===== config.mk =====
export PLATFORM = sky130hd
export DESIGN_NAME = lottery_ticket_scheduler_core
export DESIGN_NICKNAME = d
export VERILOG_FILES = /design/src/sv/lts_pkg.sv /design/src/sv/lottery_ticket_scheduler_core.sv /design/src/sv/lts_ram.sv /design/src/sv/lts_datapath.sv /design/src/sv/lts_ctrl.sv
export SDC_FILE = /design/constraint.sdc
export NUM_CORES = 1
export LEC_CHECK = 0
export BUFFER_PORTS_ARGS = -buffer_cell sky130_fd_sc_hd__buf_2
export CORE_ASPECT_RATIO = 1.4
export CORE_UTILIZATION = 55
export CTS_BUF_LIST = sky130_fd_sc_hd__clkbuf_16
export CTS_CLUSTER_DIAMETER = 120
export DETAILED_ROUTE_END_ITERATION = 6
export GPL_TIMING_DRIVEN = 0
export PLACE_DENSITY = 0.72
export SETUP_SLACK_MARGIN = 0.15
export SLEW_MARGIN = 10
export SYNTH_ARGS = -nofsm -noshare
export SYNTH_HDL_FRONTEND = slang
export SYNTH_HIERARCHICAL = 1
export SYNTH_SLANG_ARGS = --single-unit

===== constraint.sdc =====
create_clock -name i_clk -period 19.8 [get_ports i_clk]
set_input_delay 5.94 -clock i_clk [delete_from_list [all_inputs] [get_ports i_clk]]
set_output_delay 5.94 -clock i_clk [all_outputs]
set_load 0.01 [all_outputs]

===== src/sv/lts_pkg.sv =====
`default_nettype none

package lts_pkg;

    localparam int LTS_MAX_TASKS   = 16;
    localparam int LTS_MAX_TICKETS = 100;
    localparam int LTS_DIV_STEPS   = 32;

    localparam logic [1:0] ACT_ADD    = 2'd0;
    localparam logic [1:0] ACT_DRAW   = 2'd1;
    localparam logic [1:0] ACT_RETIRE = 2'd2;

    localparam logic [2:0] ST_ADDED     = 3'd0;
    localparam logic [2:0] ST_WINNER    = 3'd1;
    localparam logic [2:0] ST_NOT_FOUND = 3'd2;
    localparam logic [2:0] ST_EMPTY     = 3'd3;
    localparam logic [2:0] ST_FULL      = 3'd4;
    localparam logic [2:0] ST_RETIRED   = 3'd5;
    localparam logic [2:0] ST_ABSENT    = 3'd6;

    typedef struct packed {
        logic [15:0] id;
        logic [31:0] first;
        logic [6:0]  cnt;
    } t_entry;

    typedef struct packed {
        logic       load;
        logic       idx_inc;
        logic       div_step;
        logic       add_commit;
        logic       retire_commit;
        logic       emit;
        logic [2:0] status;
    } t_cmd;

    typedef struct packed {
        logic [1:0] action;
        logic       add_full;
        logic       empty;
        logic       slot_free;
        logic       div_last;
        logic       hit;
        logic       idx_last;
    } t_sts;

    // ticket tier from file size, capped at the per-task limit
    function automatic logic [6:0] tier_tickets(input logic [47:0] size);
        logic [6:0] t;
        if (size <= 48'd100) begin
            t = 7'd100;
        end else if (size <= 48'd1000) begin
            t = 7'd75;
        end else if (size <= 48'd1000000) begin
            t = 7'd50;
        end else if (size <= 48'd1000000000) begin
            t = 7'd25;
        end else begin
            t = 7'd10;
        end
        if (t > 7'(LTS_MAX_TICKETS)) begin
            t = 7'(LTS_MAX_TICKETS);
        end
        return t;
    endfunction

endpackage

`default_nettype wire


===== src/sv/lottery_ticket_scheduler_core.sv =====
`default_nettype none
// Add is rejected at dispatch when the table is full, else runs a free-slot scan (one entry per
//   cycle); draw runs a 32-step restoring modulo, then a table read and a range check per
//   entry; retire runs the same table read and an id match check per entry.
// Throughput: one transaction at a time; busy is high from acceptance to the result,
//   and the next transaction can be taken in the cycle the result shows.
// Each result shows for one cycle with o_valid; the receiver cannot stall.
// Reset (synchronous, active low) empties the table and zeroes the ticket counter.
module lottery_ticket_scheduler_core #(
    parameter int MAX_TASKS = lts_pkg::LTS_MAX_TASKS
) (
    input  wire logic        i_clk,
    input  wire logic        i_rst_n,
    input  wire logic        start,
    output logic             busy,
    input  wire logic [1:0]  i_action,
    input  wire logic [15:0] i_task_id,
    input  wire logic [47:0] i_file_size,
    input  wire logic [31:0] i_random_word,
    output logic             o_valid,
    output logic [2:0]       o_status,
    output logic [15:0]      o_winner_id,
    output logic [31:0]      o_winning_ticket
);

    import lts_pkg::*;

    // command and status between sequencer and datapath
    t_cmd w_cmd;
    t_sts w_sts;

    // sequencer: dispatch on action, run the modulo, walk the table
    lts_ctrl u_ctrl (
        .i_clk   (i_clk),
        .i_rst_n (i_rst_n),
        .start   (start),
        .busy    (busy),
        .i_sts   (w_sts),
        .o_cmd   (w_cmd)
    );

    // datapath: task table RAM, valid bits, ticket counter, divider, result register
    lts_datapath #(
        .MAX_TASKS (MAX_TASKS)
    ) u_dp (
        .i_clk            (i_clk),
        .i_rst_n          (i_rst_n),
        .i_cmd            (w_cmd),
        .o_sts            (w_sts),
        .i_action         (i_action),
        .i_task_id        (i_task_id),
        .i_file_size      (i_file_size),
        .i_random_word    (i_random_word),
        .o_valid          (o_valid),
        .o_status         (o_status),
        .o_winner_id      (o_winner_id),
        .o_winning_ticket (o_winning_ticket)
    );

    // hold off new work until the current transaction has produced its result
    a_one_result: assert property (@(posedge i_clk) disable iff (!i_rst_n)
        o_valid |-> $past(busy))
        else $error("result without a transaction in flight");

    a_busy_after_start: assert property (@(posedge i_clk) disable iff (!i_rst_n)
        start && !busy |=> busy && !o_valid)
        else $error("accepted transaction did not raise busy");

    a_no_double: assert property (@(posedge i_clk) disable iff (!i_rst_n)
        o_valid |=> !o_valid)
        else $error("two results for one transaction");

endmodule

`default_nettype wire


===== src/sv/lts_ram.sv =====
`default_nettype none

module lts_ram #(
    parameter int WIDTH = 8,
    parameter int DEPTH = 16
) (
    input  wire logic                                   i_clk,
    input  wire logic                                   i_we,
    input  wire logic [((DEPTH > 1) ? $clog2(DEPTH) : 1)-1:0] i_waddr,
    input  wire logic [WIDTH-1:0]                       i_wdata,
    input  wire logic [((DEPTH > 1) ? $clog2(DEPTH) : 1)-1:0] i_raddr,
    output logic      [WIDTH-1:0]                       o_rdata
);

    logic [WIDTH-1:0] r_mem [DEPTH];
    logic [WIDTH-1:0] r_rdata;

    always_ff @(posedge i_clk) begin
        if (i_we) begin
            r_mem[i_waddr] <= i_wdata;
        end
        r_rdata <= r_mem[i_raddr];
    end

    assign o_rdata = r_rdata;

endmodule

`default_nettype wire


===== src/sv/lts_datapath.sv =====
`default_nettype none

module lts_datapath #(
    parameter int MAX_TASKS = 16
) (
    input  wire logic          i_clk,
    input  wire logic          i_rst_n,
    input  wire lts_pkg::t_cmd i_cmd,
    output lts_pkg::t_sts      o_sts,
    input  wire logic [1:0]    i_action,
    input  wire logic [15:0]   i_task_id,
    input  wire logic [47:0]   i_file_size,
    input  wire logic [31:0]   i_random_word,
    output logic               o_valid,
    output logic [2:0]         o_status,
    output logic [15:0]        o_winner_id,
    output logic [31:0]        o_winning_ticket
);

    import lts_pkg::*;

    localparam int IW = (MAX_TASKS > 1) ? $clog2(MAX_TASKS) : 1;
    localparam int CW = $clog2(MAX_TASKS + 1);
    localparam int DW = $clog2(LTS_DIV_STEPS);

    logic [1:0]           r_action;
    logic [15:0]          r_id;
    logic [47:0]          r_size;
    logic [31:0]          r_quo;
    logic [31:0]          r_rem;
    logic [DW-1:0]        r_dcnt;
    logic [31:0]          r_next;
    logic [IW-1:0]        r_idx;
    logic [CW-1:0]        r_count;
    logic [MAX_TASKS-1:0] r_valid;
    logic                 r_o_valid;
    logic [2:0]           r_o_status;
    logic [15:0]          r_o_wid;
    logic [31:0]          r_o_tkt;

    logic [6:0]  w_tickets;
    logic [32:0] w_sum;
    logic [32:0] w_rem_sh;
    logic [32:0] w_rem_sub;
    logic [31:0] w_rem_nx;
    logic [31:0] w_offs;
    logic        w_in_range;
    logic        w_hit;
    t_entry      w_rd;
    t_entry      w_wr;
    logic [15:0] n_wid;
    logic [31:0] n_tkt;

    lts_ram #(
        .WIDTH ($bits(t_entry)),
        .DEPTH (MAX_TASKS)
    ) u_table (
        .i_clk   (i_clk),
        .i_we    (i_cmd.add_commit),
        .i_waddr (r_idx),
        .i_wdata (w_wr),
        .i_raddr (r_idx),
        .o_rdata (w_rd)
    );

    always_comb begin
        w_tickets  = tier_tickets(r_size);
        w_sum      = {1'b0, r_next} + {26'b0, w_tickets};
        w_wr       = '{id: r_id, first: r_next, cnt: w_tickets};
        // restoring division, one quotient bit per step
        w_rem_sh   = {r_rem, r_quo[31]};
        w_rem_sub  = w_rem_sh - {1'b0, r_next};
        w_rem_nx   = w_rem_sub[32] ? w_rem_sh[31:0] : w_rem_sub[31:0];
        w_offs     = r_rem - w_rd.first;
        w_in_range = (r_rem >= w_rd.first) && (w_offs < {25'b0, w_rd.cnt});
        w_hit      = r_valid[r_idx] &&
                     ((r_action == ACT_DRAW) ? w_in_range : (w_rd.id == r_id));
    end

    assign o_sts = '{
        action:    r_action,
        add_full:  (r_count == CW'(MAX_TASKS)) || w_sum[32],
        empty:     (r_count == '0) || (r_next == '0),
        slot_free: !r_valid[r_idx],
        div_last:  (r_dcnt == DW'(LTS_DIV_STEPS - 1)),
        hit:       w_hit,
        idx_last:  (r_idx == IW'(MAX_TASKS - 1))
    };

    always_comb begin
        case (i_cmd.status) inside
            ST_ADDED: begin
                n_wid = r_id;
                n_tkt = r_next;
            end
            ST_WINNER: begin
                n_wid = w_rd.id;
                n_tkt = r_rem;
            end
            ST_NOT_FOUND: begin
                n_wid = '0;
                n_tkt = r_rem;
            end
            ST_FULL, ST_RETIRED: begin
                n_wid = r_id;
                n_tkt = '0;
            end
            ST_ABSENT: begin
                n_wid = (r_action == ACT_RETIRE) ? r_id : 16'd0;
                n_tkt = '0;
            end
            default: begin
                n_wid = '0;
                n_tkt = '0;
            end
        endcase
    end

    always_ff @(posedge i_clk) begin
        if (!i_rst_n) begin
            r_valid   <= '0;
            r_count   <= '0;
            r_next    <= '0;
            r_o_valid <= 1'b0;
        end else begin
            r_o_valid <= i_cmd.emit;
            if (i_cmd.add_commit) begin
                r_valid[r_idx] <= 1'b1;
                r_count        <= r_count + CW'(1);
                r_next         <= w_sum[31:0];
            end else if (i_cmd.retire_commit) begin
                r_valid[r_idx] <= 1'b0;
                r_count        <= r_count - CW'(1);
            end
        end
    end

    always_ff @(posedge i_clk) begin
        if (i_cmd.load) begin
            r_action <= i_action;
            r_id     <= i_task_id;
            r_size   <= i_file_size;
            r_quo    <= i_random_word;
            r_rem    <= '0;
            r_dcnt   <= '0;
            r_idx    <= '0;
        end else begin
            if (i_cmd.div_step) begin
                r_rem  <= w_rem_nx;
                r_quo  <= {r_quo[30:0], 1'b0};
                r_dcnt <= r_dcnt + DW'(1);
            end
            if (i_cmd.idx_inc) begin
                r_idx <= r_idx + IW'(1);
            end
        end
        if (i_cmd.emit) begin
            r_o_status <= i_cmd.status;
            r_o_wid    <= n_wid;
            r_o_tkt    <= n_tkt;
        end
    end

    assign o_valid          = r_o_valid;
    assign o_status         = r_o_status;
    assign o_winner_id      = r_o_wid;
    assign o_winning_ticket = r_o_tkt;

    a_count_tracks_valid: assert property (@(posedge i_clk) disable iff (!i_rst_n)
        32'(r_count) == 32'($countones(r_valid)))
        else $error("task count differs from number of valid entries");

    a_add_into_free: assert property (@(posedge i_clk) disable iff (!i_rst_n)
        i_cmd.add_commit |-> !r_valid[r_idx] && !o_sts.add_full)
        else $error("add committed into a busy slot or a full table");

    a_retire_valid: assert property (@(posedge i_clk) disable iff (!i_rst_n)
        i_cmd.retire_commit |-> r_valid[r_idx] && (r_count != '0))
        else $error("retire committed on an invalid entry");

    a_next_grows: assert property (@(posedge i_clk) disable iff (!i_rst_n)
        i_cmd.add_commit |=> r_next > $past(r_next))
        else $error("ticket counter did not advance on add");

endmodule

`default_nettype wire


===== src/sv/lts_ctrl.sv =====
`default_nettype none

module lts_ctrl (
    input  wire logic          i_clk,
    input  wire logic          i_rst_n,
    input  wire logic          start,
    output logic               busy,
    input  wire lts_pkg::t_sts i_sts,
    output lts_pkg::t_cmd      o_cmd
);

    import lts_pkg::*;

    typedef enum logic [5:0] {
        S_IDLE     = 6'b000001,
        S_DISPATCH = 6'b000010,
        S_ADD_SCAN = 6'b000100,
        S_DIV      = 6'b001000,
        S_SCAN_RD  = 6'b010000,
        S_SCAN_CHK = 6'b100000
    } t_state;

    t_state r_state;
    t_state n_state;
    t_cmd   w_cmd;

    always_comb begin
        n_state = r_state;
        w_cmd   = '0;
        unique case (r_state)
            S_IDLE: begin
                if (start) begin
                    w_cmd.load = 1'b1;
                    n_state    = S_DISPATCH;
                end
            end
            S_DISPATCH: begin
                case (i_sts.action)
                    ACT_ADD: begin
                        if (i_sts.add_full) begin
                            w_cmd.emit   = 1'b1;
                            w_cmd.status = ST_FULL;
                            n_state      = S_IDLE;
                        end else begin
                            n_state = S_ADD_SCAN;
                        end
                    end
                    ACT_DRAW: begin
                        if (i_sts.empty) begin
                            w_cmd.emit   = 1'b1;
                            w_cmd.status = ST_EMPTY;
                            n_state      = S_IDLE;
                        end else begin
                            n_state = S_DIV;
                        end
                    end
                    ACT_RETIRE: begin
                        n_state = S_SCAN_RD;
                    end
                    default: begin
                        w_cmd.emit   = 1'b1;
                        w_cmd.status = ST_ABSENT;
                        n_state      = S_IDLE;
                    end
                endcase
            end
            S_ADD_SCAN: begin
                if (i_sts.slot_free) begin
                    w_cmd.add_commit = 1'b1;
                    w_cmd.emit       = 1'b1;
                    w_cmd.status     = ST_ADDED;
                    n_state          = S_IDLE;
                end else begin
                    w_cmd.idx_inc = 1'b1;
                end
            end
            S_DIV: begin
                w_cmd.div_step = 1'b1;
                if (i_sts.div_last) begin
                    n_state = S_SCAN_RD;
                end
            end
            S_SCAN_RD: begin
                n_state = S_SCAN_CHK;
            end
            S_SCAN_CHK: begin
                if (i_sts.hit) begin
                    w_cmd.emit          = 1'b1;
                    w_cmd.retire_commit = (i_sts.action == ACT_RETIRE);
                    w_cmd.status        = (i_sts.action == ACT_DRAW) ? ST_WINNER : ST_RETIRED;
                    n_state             = S_IDLE;
                end else if (i_sts.idx_last) begin
                    w_cmd.emit   = 1'b1;
                    w_cmd.status = (i_sts.action == ACT_DRAW) ? ST_NOT_FOUND : ST_ABSENT;
                    n_state      = S_IDLE;
                end else begin
                    w_cmd.idx_inc = 1'b1;
                    n_state       = S_SCAN_RD;
                end
            end
            default: begin
                n_state = S_IDLE;
            end
        endcase
    end

    always_ff @(posedge i_clk) begin
        if (!i_rst_n) begin
            r_state <= S_IDLE;
        end else begin
            r_state <= n_state;
        end
    end

    assign o_cmd = w_cmd;
    assign busy  = (r_state != S_IDLE);

    a_start_dispatch: assert property (@(posedge i_clk) disable iff (!i_rst_n)
        (r_state == S_IDLE) && start |=> (r_state == S_DISPATCH))
        else $error("accepted transaction did not reach dispatch");

    a_emit_ends: assert property (@(posedge i_clk) disable iff (!i_rst_n)
        w_cmd.emit |=> (r_state == S_IDLE))
        else $error("controller kept working after a result");

    a_emit_busy: assert property (@(posedge i_clk) disable iff (!i_rst_n)
        w_cmd.emit |-> busy && !w_cmd.load)
        else $error("result issued while idle");

endmodule

`default_nettype wire

==> results of run 1 <==
-- through the flow --
step	utilization (%)	instances	setup slack, ps	instance area [um2]
after detailed placement	59.6	4337	10390	52600
after CTS	63.6	4537	11160	56100
final	63.6	4538	11560	56100
after global routing	63.6	4538	11330	56100
after global placement	58.0	4264	6840	51200
after floorplan	-	2932	9330	49000
-- state kept, by name (all words and copies together), names as in the netlist, named ones only --
register               flops
u_ctrl/r_state             6
u_dp/r_id                 16
u_dp/o_winner_id          16
u_dp/r_size               48
u_dp/u_table/r_mem       880
u_dp/r_next               32
u_dp/o_valid               1
u_dp/o_winning_ticket     32
u_dp/r_rem                32
u_dp/r_dcnt                5
u_dp/r_quo                32
u_dp/r_count               5
u_dp/r_action              2
u_dp/o_status              3
u_dp/r_idx                 4
u_dp/u_table/o_rdata      55
-- final cells by class --
class	count	area, um2	share of cell area, %
inverter	105	394	0.702
buffer	129	623	1.11
clock buffer	108	2700	4.82
sequential	1185	34000	60.6
timing repair buffer	227	2040	3.64
clock inverter	92	802	1.43
multi-input combinational	1513	14100	25.1
tap	1179	1480	2.63
-- path summary, 6_finish.rpt --
check,cells after the start,end
setup / recovery,7,u_dp/r_dcnt[0]
hold / removal,2,register
setup reg to reg,22,u_dp/o_winner_id[6]
hold reg to reg,2,register
-- layout by cell type, fill, tap and decap left out, drive strengths merged, types with 31 or more instances in the layout --
cell    netlist  routed
a22o         49      49
clkbuf       82     190
buf          47     274
nor2        127     127
nor3         31      31
nand3        37      37
mux2         31      31
dfxtp       156     156
edfxtp     1029    1029
nand2       165     165
and2         32      32
clkinv        0      48
a21oi        84      84
xnor2        80      80
a22oi       114     114
inv         105     134
o21ai        76      76
ha           86      86
mux4        224     224
-- routing by layer --
layer	part of all wire [%]	wire length [um]	global-route usage, %
met4	4.8	5980	14.0
met1	37	46200	34.4
met3	6.9	8590	3.86
met2	51	63400	48.4
met5	0.018	22	0
-- cells in the mapped netlist, drive strengths merged, types with 28 or more instances --
master | instances | area (um2)
a211oi | 29 | 228
a21oi | 84 | 428
a22o | 49 | 429
a22oi | 114 | 856
and2 | 32 | 200
buf | 47 | 315
clkbuf | 82 | 308
dfxtp | 156 | 3120
edfxtp | 1029 | 30900
ha | 86 | 1080
inv | 105 | 394
mux2 | 31 | 349
mux4 | 224 | 5040
nand2 | 165 | 622
nand3 | 37 | 185
nor2 | 127 | 477
nor3 | 31 | 155
nor4 | 28 | 188
o21ai | 76 | 380
xnor2 | 80 | 708
-- power by group --
group | internal [mW] | switching, mW | leakage (nW) | total, mW
logic | 0.0490 | 0.0730 | 6.63 | 0.122
clock network | 1.16 | 0.906 | 1.80 | 2.07
registers | 2.75 | 0.0338 | 11.0 | 2.78
total | 3.96 | 1.01 | 19.4 | 4.97
-- worst max-delay path, cell delays in order --
cell,delay (ps)
buf_2,80
inv_1,130
nor2_4,680
clkbuf_1,690
clkbuf_1,610
buf_1,550
nor2_1,120
-- logic make-up after synthesis --
logic type      after synthesis
xor+xnor                    101
simple gates                537
buf+inv                     234
mux                         281
fa+ha+maj                    90
flops                      1185
compound gates              504
==> metrics.txt, run 1 <==
outcome=complete, no violations; Post-Synthesis Cells=2,932; Peak Freq=121 MHz; synthesis-to-layout area growth=14.6%; largest family of logic cells by synthesized area=multiplexers; synthesized area=49,000 um2; Critical Path RT=20,380 ps; largest net degree at the start of global routing=37; Slew @ Worst Pin=1190 ps; Avg Cell Area, Syn=16.7 um2; hold violation total from the final report=0; FF-to-FF Start=u_dp/r_size[43]; CTS Sinks=1,185; Synth Area in Adders=2.36%; Die Ht=355 um; Starting Density=55.4%; sequential element share of the synthesized area=69.5%; mux cell area share after synthesis=11.5%; Slew HR=20.4%; Synth Flop Type=edfxtp_1; Distinct cells, synth=92; share of post-route cells with drive strength above 1=21.6%; clock buffer depth=3; setup violators final=0; Fin Setup TNS=0 ps; Worst Path Class, Setup=in -> reg; Max VDD drop=0.0000843 V; Iteration-0 DRC Markers=2,546; XOR/XNOR share of the synthesized area=1.82%; GP Congestion=0.952; number of global-route vias before repair=29,300; DRT Pass-1 Iters=6; power per cell area=88.5 nW/um2; overall die area=90,200 um2; CTS tree=yes; internal reg-to-reg setup slack=11,750 ps; fillers=6,159; per-cell routed wire length=27.4 um; Hold Slack=482 ps; startpoint types=primary input; Compound-Gate Fraction of Synth Area=7.27%; first-pass GRT wire length=183,000 um; Hold WC Path Type=reg -> reg; drt drc=0; initial antenna violation count=2; RSZ-0062 raised after global routing=no; # IOs=154; total global routing overflow=0; LEAKAGE=19.4 nW; Clock Skew=28.7 ps; simple-gate portion of the synthesized area=5.42%; CP arrival=8820 ps; Tot Pwr=4.97 mW; all-layer global routing usage=28.0%; ANT cells=0; final wirelength=124,000 um; clock transition at the registers of the reported paths=60 ps; Post-CTS Resized=0; CP Max Fanout=19; Worst Setup End Kind=register; Syn. warnings=6; setup bufs post-CTS=0; number of buffers created by CTS=105; dpl hpwl=83,900 um; syn nets=3,123; hold-fix buffers at CTS=0; fin crit share=41.6%; Die Width=254 um; worst-skew pair later-pin latency=730 ps; FF+latch count, synth=1,185; nets@finish=3,457; num rows=129; antenna-violating nets left=0; Post-synth EDFFs=1,029; DR vias=28,500; CTS HTree Levels=3; minimum clock period=8240 ps; port bufs=153; core area=88,300 um2; Critical Path Start=start; # Max-Cap Violations=0; CTS root buffer=clkbuf_16; ys async rst share=0%; Slew Limit Fails=0; vias per cell=6.29
Note: power is estimated with default switching activity, not from simulation.
==> inputs of run 2 (changes only) <==
--- a/config.mk
+++ b/config.mk
@@ -12,7 +12,7 @@
 export CTS_CLUSTER_DIAMETER = 120
 export DETAILED_ROUTE_END_ITERATION = 6
 export GPL_TIMING_DRIVEN = 0
-export PLACE_DENSITY = 0.72
+export PLACE_DENSITY = 0.75
 export SETUP_SLACK_MARGIN = 0.15
 export SLEW_MARGIN = 10
 export SYNTH_ARGS = -nofsm -noshare
==> constraint.sdc (replaced) <==
create_clock -name i_clk -period 7.5 [get_ports i_clk]
set_input_delay 2.25 -clock i_clk [delete_from_list [all_inputs] [get_ports i_clk]]
set_output_delay 2.25 -clock i_clk [all_outputs]
set_load 0.01 [all_outputs]
==> run 2 against run 1 <==
  * Sequential share of layout area grew 0.29 points
  * Clock skew up 7.8 ps
  * Register-to-register slack worse by 11000 ps
  * Highest routed layer unchanged
==> metrics.txt, run 2 (synthesized netlist as in run 1, its figures left out) <==
Area after DPL=52,200 um2 (-0.71%); power per cell area=235 nW/um2 (+170%); Max VDD drop=0.000218 V (+160%); ANT cells=0 (unchanged); met1 WL=45,700 um (-1.0%); Starting Density=55.4% (unchanged); number of global-route vias before repair=29,800 (+1.7%); Fin Setup TNS=0 ps (unchanged); hold violation total from the final report=0 (unchanged); Critical Path RT=7930 ps (-12,450 ps); minimum clock period=7120 ps; clock transition at the registers of the reported paths=60 ps (about the same); Die Width=254 um (unchanged); Worst Path Class, Setup=reg -> reg; num rows=129 (unchanged); hold-fix buffers at CTS=0 (unchanged); RSZ-0062 raised after global routing=no; clock buffer depth=3 (unchanged); nets@finish=3,450 (-0.20%); final instance area=55,900 um2 (-0.47%); setup violators final=0 (unchanged); per-cell routed wire length=27.8 um (+1.7%); Slew HR=4.92% (-15 points); Slew @ Worst Pin=1430 ps (+232 ps); DRT Pass-1 Iters=7 (+1); net switching power=2.63 mW (+160%); all-layer global routing usage=28.3% (+0.33 points); switching part of the total power=20.1% (-0.30 points); Clock Skew=36.4 ps (+7.76 ps); # Max-Cap Violations=0 (unchanged); dpl hpwl=84,900 um (+1.1%); first-pass GRT wire length=185,000 um (+0.97%); CTS HTree Levels=3 (unchanged); GP Congestion=0.937 (-1.6%); DR vias=28,800 (+1.1%); overall die area=90,200 um2 (unchanged); Worst Setup End Kind=register; worst-skew pair later-pin latency=720 ps (about the same); Logic pwr share=2.5% (about the same); LEAKAGE=19.4 nW (-0.29%); CTS tree=yes; fillers=6,068 (-1.5%); Hold WC Path Type=reg -> reg; startpoint types=register; CP arrival=7550 ps (-1270 ps); Clock Power Share=41.5% (about the same); drt drc=0 (unchanged); number of buffers created by CTS=104 (-0.95%); initial antenna violation count=3 (+1); CTS Sinks=1,185 (unchanged); Slew Limit Fails=0 (unchanged); core area=88,300 um2 (unchanged); vias per cell=6.38 (+1.4%); Iteration-0 DRC Markers=2,803 (+10%); outcome=complete, no violations; port bufs=153 (unchanged); highest-count cells in the layout ignoring fill and taps=edfxtp_1, mux4_2, buf_2; critical path's largest stage delay=500 ps (-190 ps); most common cell after layout, fill and taps aside=edfxtp_1; Die Ht=355 um (unchanged); Peak Freq=141 MHz; internal cell power=10.5 mW (+160%); CP Max Fanout=10 (-9); total global routing overflow=0 (unchanged); DR WL met3=8630 um (+0.42%); sequential power share=56.0% (about the same); Routed met2 length=65,200 um (+2.8%); Max Used Layer=met5; Critical-path top delay cell=or4_1; antenna-violating nets left=0 (unchanged); share of post-route cells with drive strength above 1=22.2% (+0.64 points); max reg flops=880 (unchanged); CTS root buffer=clkbuf_16; final wirelength=126,000 um (+1.4%); Top reg by flops=u_dp/u_table/r_mem; # IOs=154 (unchanged); largest net degree at the start of global routing=53 (+43%); fin crit share=94.9%; synthesis-to-layout area growth=14.1%
## run 2: changes by cell type in the layout (fill, tap and decap cells not counted), sizes merged
cell | before | now
clkinv | 48 | 37
buf | 274 | 267
clkinvlp | 2 | 5
inv | 134 | 131
bufinv | 13 | 15
clkbuf | 190 | 189
o21ai | 76 | 77
## run 2: per-layer routing
layer	track usage [%]	vias up
met2	49.6	1512
met4	14.5	2
li1	-	12300
met3	3.94	315
met1	34.0	14700
met5	0	-
## run 2: power by group through the flow
| stage | sequential, mW | combinational (mW) | clock, mW |
|---|---|---|---|
| after global routing | 7.35 | 0.352 | 5.77 |
| after global placement | 7.48 | 0.301 | 0 |
| after floorplan | 7.45 | 0.185 | 0 |
| after CTS | 7.34 | 0.324 | 5.52 |
| final | 7.34 | 0.327 | 5.45 |
| after detailed placement | 7.48 | 0.319 | 0 |
## run 2: final timing paths
check / start / end / slack (ps) / cells past startpoint
max: u_dp/r_rem[0] / u_dp/o_winning_ticket[29] / 380 / 26
min: register / register / 490 / 2
max reg2reg: u_dp/r_rem[0] / u_dp/o_winning_ticket[29] / 380 / 26
min reg2reg: register / register / 490 / 2
## run 2: worst max-delay path: cells and delay by family (launching register included)
| family | cells | cell delay, ps |
|---|---|---|
| XOR/XNOR | 2 | 530 |
| adder cells (fa/ha/maj) | 3 | 990 |
| flip-flops | 1 | 360 |
| AND/OR/NAND/NOR | 7 | 1790 |
| buffers and inverters | 4 | 670 |
| AO/OA/AOI/OAI | 10 | 2450 |
## run 2: cell type report
type	count	area [um2]	share of cell area (%)
clock inverters	83	792	1.42
plain buffers	129	629	1.13
well taps	1179	1480	2.64
repair buffers	220	1700	3.04
flip-flops and latches	1185	34000	60.9
inverters	105	398	0.712
multi-input cells	1514	14200	25.4
clock buffers	107	2680	4.79
## run 2: repair_timing
action | CTS | global route
pin swaps | 2 | 1
endpoints found under the setup margin | 102 | 97
buffers inserted | 3 | 1
gates resized for setup | 13 | 16
endpoints found under the hold margin | 0 | 0
cloned | 1 | 0
## run 2: metrics by stage
step                power, mW  instances  setup WS, ps  utilization (%)  hold slack (ps)
global route             13.5       4522           128             63.3              519
finish                   13.1       4522           384             63.3              486
floorplan                7.64       2932           614                -              452
global placement         7.78       4264         -4360             58.0              462
detailed placement       7.80       4327         -1400             59.2              472
CTS                      13.2       4521           227             63.2              482
